<file path="config.mk">
export PLATFORM = sky130hd
export DESIGN_NAME = spfa_front
export DESIGN_NICKNAME = d
export VERILOG_FILES = /design/src/design/spfa_pkg.sv /design/src/design/spfa_front.sv
export SDC_FILE = /design/constraint.sdc
export NUM_CORES = 1
export LEC_CHECK = 0
export BUFFER_PORTS_ARGS = -buffer_cell sky130_fd_sc_hd__buf_2
export CAP_MARGIN = 20
export CELL_PAD_IN_SITES_DETAIL_PLACEMENT = 2
export CELL_PAD_IN_SITES_GLOBAL_PLACEMENT = 2
export CORE_MARGIN = 3
export CORE_UTILIZATION = 35
export CTS_CLUSTER_SIZE = 25
export DETAILED_ROUTE_END_ITERATION = 10
export PLACE_DENSITY_LB_ADDON = 0.1
export SYNTH_ARGS = -nofsm -noshare
export SYNTH_HDL_FRONTEND = slang
export SYNTH_SLANG_ARGS = --single-unit
</file>
<file path="constraint.sdc">
create_clock -name clk_i -period 2.6 [get_ports clk_i]
set_input_delay 0.26 -clock clk_i [delete_from_list [all_inputs] [get_ports clk_i]]
set_output_delay 0.26 -clock clk_i [all_outputs]
set_load 0.005 [all_outputs]
</file>
<file path="src/design/spfa_pkg.sv">
// Shared types and constants of the shortest-path engine.
package spfa_pkg;

  localparam int unsigned NODE_W  = 10;
  localparam int unsigned CMD_W   = 2;
  localparam int unsigned COST_W  = 16;
  localparam int unsigned OUT_D_W = 48;
  localparam int unsigned CNT_W   = 11;
  localparam int unsigned CQ_DEPTH = 4;

  localparam logic [CNT_W-1:0] NODE_COUNT_RESET = 11'd1024;

  localparam logic [CMD_W-1:0] CMD_ADD   = 2'd0;
  localparam logic [CMD_W-1:0] CMD_RUN   = 2'd1;
  localparam logic [CMD_W-1:0] CMD_CLEAR = 2'd2;

  typedef enum logic [1:0] {
    OP_ADD,
    OP_RUN,
    OP_CLEAR
  } op_e;

  typedef struct packed {
    logic [CMD_W-1:0]         cmd;
    logic [NODE_W-1:0]        end_a;
    logic [NODE_W-1:0]        end_b;
    logic signed [COST_W-1:0] weight;
    logic [NODE_W-1:0]        source_node;
    logic [NODE_W-1:0]        dest_node;
  } req_t;

  typedef struct packed {
    logic signed [OUT_D_W-1:0] distance;
    logic                      reachable;
    logic                      negative_cycle;
    logic                      edges_dropped;
  } rsp_t;

  // Decoded request as it sits in the command queue. For a run, node_a is the
  // source and node_b the destination.
  typedef struct packed {
    op_e                      op;
    logic [NODE_W-1:0]        node_a;
    logic [NODE_W-1:0]        node_b;
    logic signed [COST_W-1:0] weight;
  } cmd_t;

  // One stored undirected edge; it stands for a->b and then b->a.
  typedef struct packed {
    logic [NODE_W-1:0]        node_a;
    logic [NODE_W-1:0]        node_b;
    logic signed [COST_W-1:0] weight;
  } edge_t;

  typedef struct packed {
    logic valid;
    cmd_t head;
  } cq_head_t;

endpackage

</file>
<file path="src/design/spfa_front.sv">
// Request intake: decodes commands, drops unknown ones and buffers the rest in a short queue.
module spfa_front
  import spfa_pkg::*;
(
  input  logic     clk_i,
  input  logic     rst_ni,
  input  logic     push,
  output logic     full,
  input  req_t     req_i,
  output cq_head_t cq_o,
  input  logic     cq_pop_i
);

  localparam int unsigned PW = $clog2(CQ_DEPTH);

  cmd_t           q_q [CQ_DEPTH];
  logic [PW-1:0]  wp_q, rp_q;
  logic [PW:0]    cnt_q;
  logic           take, known;
  cmd_t           dec;

  assign full = (cnt_q == (PW+1)'(CQ_DEPTH));
  assign take = push && !full;

  always_comb begin
    dec.node_a = req_i.end_a;
    dec.node_b = req_i.end_b;
    dec.weight = req_i.weight;
    known      = 1'b1;
    case (req_i.cmd)
      CMD_ADD: begin
        dec.op = OP_ADD;
      end
      CMD_RUN: begin
        dec.op     = OP_RUN;
        dec.node_a = req_i.source_node;
        dec.node_b = req_i.dest_node;
      end
      CMD_CLEAR: begin
        dec.op = OP_CLEAR;
      end
      default: begin
        dec.op = OP_CLEAR;
        known  = 1'b0;
      end
    endcase
  end

  assign cq_o.valid = (cnt_q != '0);
  assign cq_o.head  = q_q[rp_q];

  always_ff @(posedge clk_i) begin
    if (take && known) begin
      q_q[wp_q] <= dec;
    end
  end

  always_ff @(posedge clk_i or negedge rst_ni) begin
    if (!rst_ni) begin
      wp_q  <= '0;
      rp_q  <= '0;
      cnt_q <= '0;
    end else begin
      if (take && known) begin
        wp_q <= wp_q + 1'b1;
      end
      if (cq_pop_i) begin
        rp_q <= rp_q + 1'b1;
      end
      cnt_q <= cnt_q + (PW+1)'(take && known) - (PW+1)'(cq_pop_i);
    end
  end

  assert property (@(posedge clk_i) disable iff (!rst_ni)
    cnt_q <= (PW+1)'(CQ_DEPTH))
    else $error("command queue overfilled");
  assert property (@(posedge clk_i) disable iff (!rst_ni)
    cq_pop_i |-> cq_o.valid)
    else $error("command queue popped while empty");
  assert property (@(posedge clk_i) disable iff (!rst_ni)
    (take && known && !cq_pop_i) |=> cnt_q == $past(cnt_q) + 1'b1)
    else $error("decoded command not queued");

endmodule

</file>
==> metrics.txt <==
status=finished clean; die extent in x=139 microns; crit-path most repeated cell=sky130_fd_sc_hd__inv_1; DRT Wirelength=12900 microns; grt ovf=0; final RePlAce weighted congestion=0.696; Top Ports=102; Leak=2.67 nW; leading cell types by total area after synthesis=sky130_fd_sc_hd__edfxtp_1 (74%), sky130_fd_sc_hd__mux4_2 (14%), sky130_fd_sc_hd__mux2_2 (3.6%); endpoint kind of the worst setup timing path=flop; post-cts hold buffer count=1; Netlist cell types=21; series of cell instances along the critical path=nor3b_2 -> a211oi_4 -> inv_1 -> ha_1 -> inv_1 -> ha_1 -> inv_1 -> fa_1 -> xnor2_1 -> xnor2_1; leading register cell type out of synthesis=sky130_fd_sc_hd__edfxtp_1; mean post-synth cell area=24.1 sq um; CP max-delay cell=sky130_fd_sc_hd__dfrtp_1; largest fanout on the critical path=7; final setup vio count=0; Pins Over Slew Limit=0; worst-case clock buffer depth=2; routed wirelength normalized by instance count=20.8 microns; clock input transition at the sequential cells of the worst setup and hold paths=0.06 ns; via density per instance=4.77; antenna diode instance count=0; Synth Net Count=327; PostCTS Resize Cnt=0; CORE AREA=0.0174 sq mm; number of enable flip-flop cells after synthesis=152; FF-to-FF setup slack=0.28 ns; global-route wire length before repair=20200 microns; power density over the cells=1070 mW/mm^2; setup repair after global routing missed its margin=no; peak ir drop on the vdd network=0.515 mV; clock buffers created by TritonCTS=17; DRC viols=0; warnings from Yosys=0; worst setup path end=cnt_q[2]; cell taking the most area after synthesis=sky130_fd_sc_hd__edfxtp_1; Final Critical Period=2.32 ns; Period Utilization, post-route=89.4%; antenna violations before repair=0; critical path's top delay family=adder cells; Clk Tree Root Cell=sky130_fd_sc_hd__clkbuf_16; CP startpoint=cnt_q[2]; Hold Worst Slack=0.0610 ns; RR Endpoint=cnt_q[2]; via count of the first global-routing pass=3431; layout net count=449; Max transition margin=64.6%; via count=2945; depth of the critical timing path with buffers and inverters included=10; Detail Placement HPWL=8240 microns; min-delay worst type=primary input to flop; Syn Std Cell Area=0.00621 sq mm; critical setup path kind=flop to flop; first-pass iteration count of the detailed router=4; vertical die dimension=139 microns; Final TNS setup=0 ns; post-synthesis sequential element count=159; layout cell share with drive strength beyond 1=52.9%; number of nets with antenna violations after detailed routing=0; initial cell density of the core=35.8%; depth of the worst register-to-register path=10; fraction of registers with async set or reset after synthesis=4.40%; number of buffers inserted to repair setup after CTS=0; final hold vios=0; number of filler cells placed in the layout=1623; proportion of synthesized chip area in sequential cells=76.3%; number of sinks driven by the clock tree=159; std cell rows=48; fraction of synthesized cell area taken by the top area cell type=73.5%; start of the worst register-to-register path=cnt_q[2]; maxcap violations=0; number of port buffers=101; GR Util All Layers=14.1%; CTS tree=done; startpoint type of the worst setup path=flop; gate count of the mapped netlist=258; Worst Clk Skew=0.00773 ns; highest attainable clock frequency=0.430 GHz; delay of the slowest cell on the worst path=0.40 ns; pin count of the biggest net entering global routing=27; CP Data Arrival Time=2.67 ns; data required time of the critical path=2.94 ns; number of H-tree branching levels=4; worst slew pin tran=0.531 ns; CP Buf/Inv Count=3; synthesis-to-layout area growth=22.5%; initial DRC count=101; total die area=0.0194 sq mm; worst skew pair latency=0.42 ns
[kinds of logic after synthesis]
| logic type | count (synthesis) | share of synthesized area (%) |
|---|---|---|
| simple gates | 8 | 0.907 |
| compound gates | 1 | 0.322 |
| xor+xnor | 5 | 0.705 |
| fa+ha+maj | 7 | 1.53 |
| flops | 159 | 76.3 |
| buf+inv | 19 | 2.56 |
| mux | 59 | 17.7 |
[stage by stage]
step                cell area, sq um  power (mW)  util, %  instances  setup slack (ns)
floorplan                       6210        4.93        -        258             0.393
global placement                7020        5.74     40.4        585             0.382
detailed placement              7020        5.81     40.4        585             0.243
CTS                             7610        8.29     43.8        618             0.220
global route                    7610        8.55     43.8        618            0.0960
finish                          7610        8.11     43.8        618             0.276
[report_power, final]
part / switching [mW] / internal, mW
registers: 0.234 / 3.29
clock network: 0.970 / 1.49
logic: 0.989 / 1.14
total: 2.19 / 5.92
[cell type report]
type | count | area [sq um] | area share, %
Sequential cell | 159 | 4740 | 62.3
Multi-Input combinational cell | 80 | 1320 | 17.3
Timing Repair Buffer | 115 | 663 | 8.72
Clock buffer | 19 | 433 | 5.69
Tap cell | 225 | 282 | 3.70
Clock inverter | 13 | 146 | 1.92
Inverter | 7 | 26.3 | 0.345
[routing by layer]
metal	share of wire, %	GRT usage (%)
met5	0	0
met4	1.7	5.87
met2	53	24.1
met3	4.0	3.83
met1	41	16.9
[synthesized netlist by cell type (all sizes together), types with 4 or more instances]
master / number
mux4: 38
and2: 4
mux2: 21
xnor2: 4
edfxtp: 152
ha: 6
buf: 11
dfrtp: 7
inv: 7
[flip-flops by register name, indices dropped and copies added (netlist names)]
register,flops
q_q,152
cnt_q,3
rp_q,2
wp_q,2
[cell usage in the layout, fill, tap and decap left out, types with 3 or more instances in the layout]
master,n
sky130_fd_sc_hd__and2_2,4
sky130_fd_sc_hd__buf_12,4
sky130_fd_sc_hd__buf_2,101
sky130_fd_sc_hd__buf_4,9
sky130_fd_sc_hd__bufinv_16,3
sky130_fd_sc_hd__clkbuf_16,17
sky130_fd_sc_hd__clkinv_1,4
sky130_fd_sc_hd__clkinvlp_4,3
sky130_fd_sc_hd__dfrtp_1,5
sky130_fd_sc_hd__edfxtp_1,152
sky130_fd_sc_hd__ha_1,6
sky130_fd_sc_hd__inv_1,7
sky130_fd_sc_hd__mux2_2,20
sky130_fd_sc_hd__mux4_2,38
sky130_fd_sc_hd__xnor2_1,4
[how the worst min path moves through the flow]
stage                     slack, ns         end  cells past startpoint      start
after floorplan               -0.04    cnt_q[0]                      0     rst_ni
after global placement         0.11    cnt_q[0]                      1     rst_ni
after detailed placement       0.12    cnt_q[0]                      1     rst_ni
after CTS                      0.04   q_q[2][9]                      1  req_i[29]
after global routing           0.05  q_q[2][10]                      1  req_i[30]
final                          0.06   q_q[0][4]                      1  req_i[24]
Power figures use the tool's default switching activity.
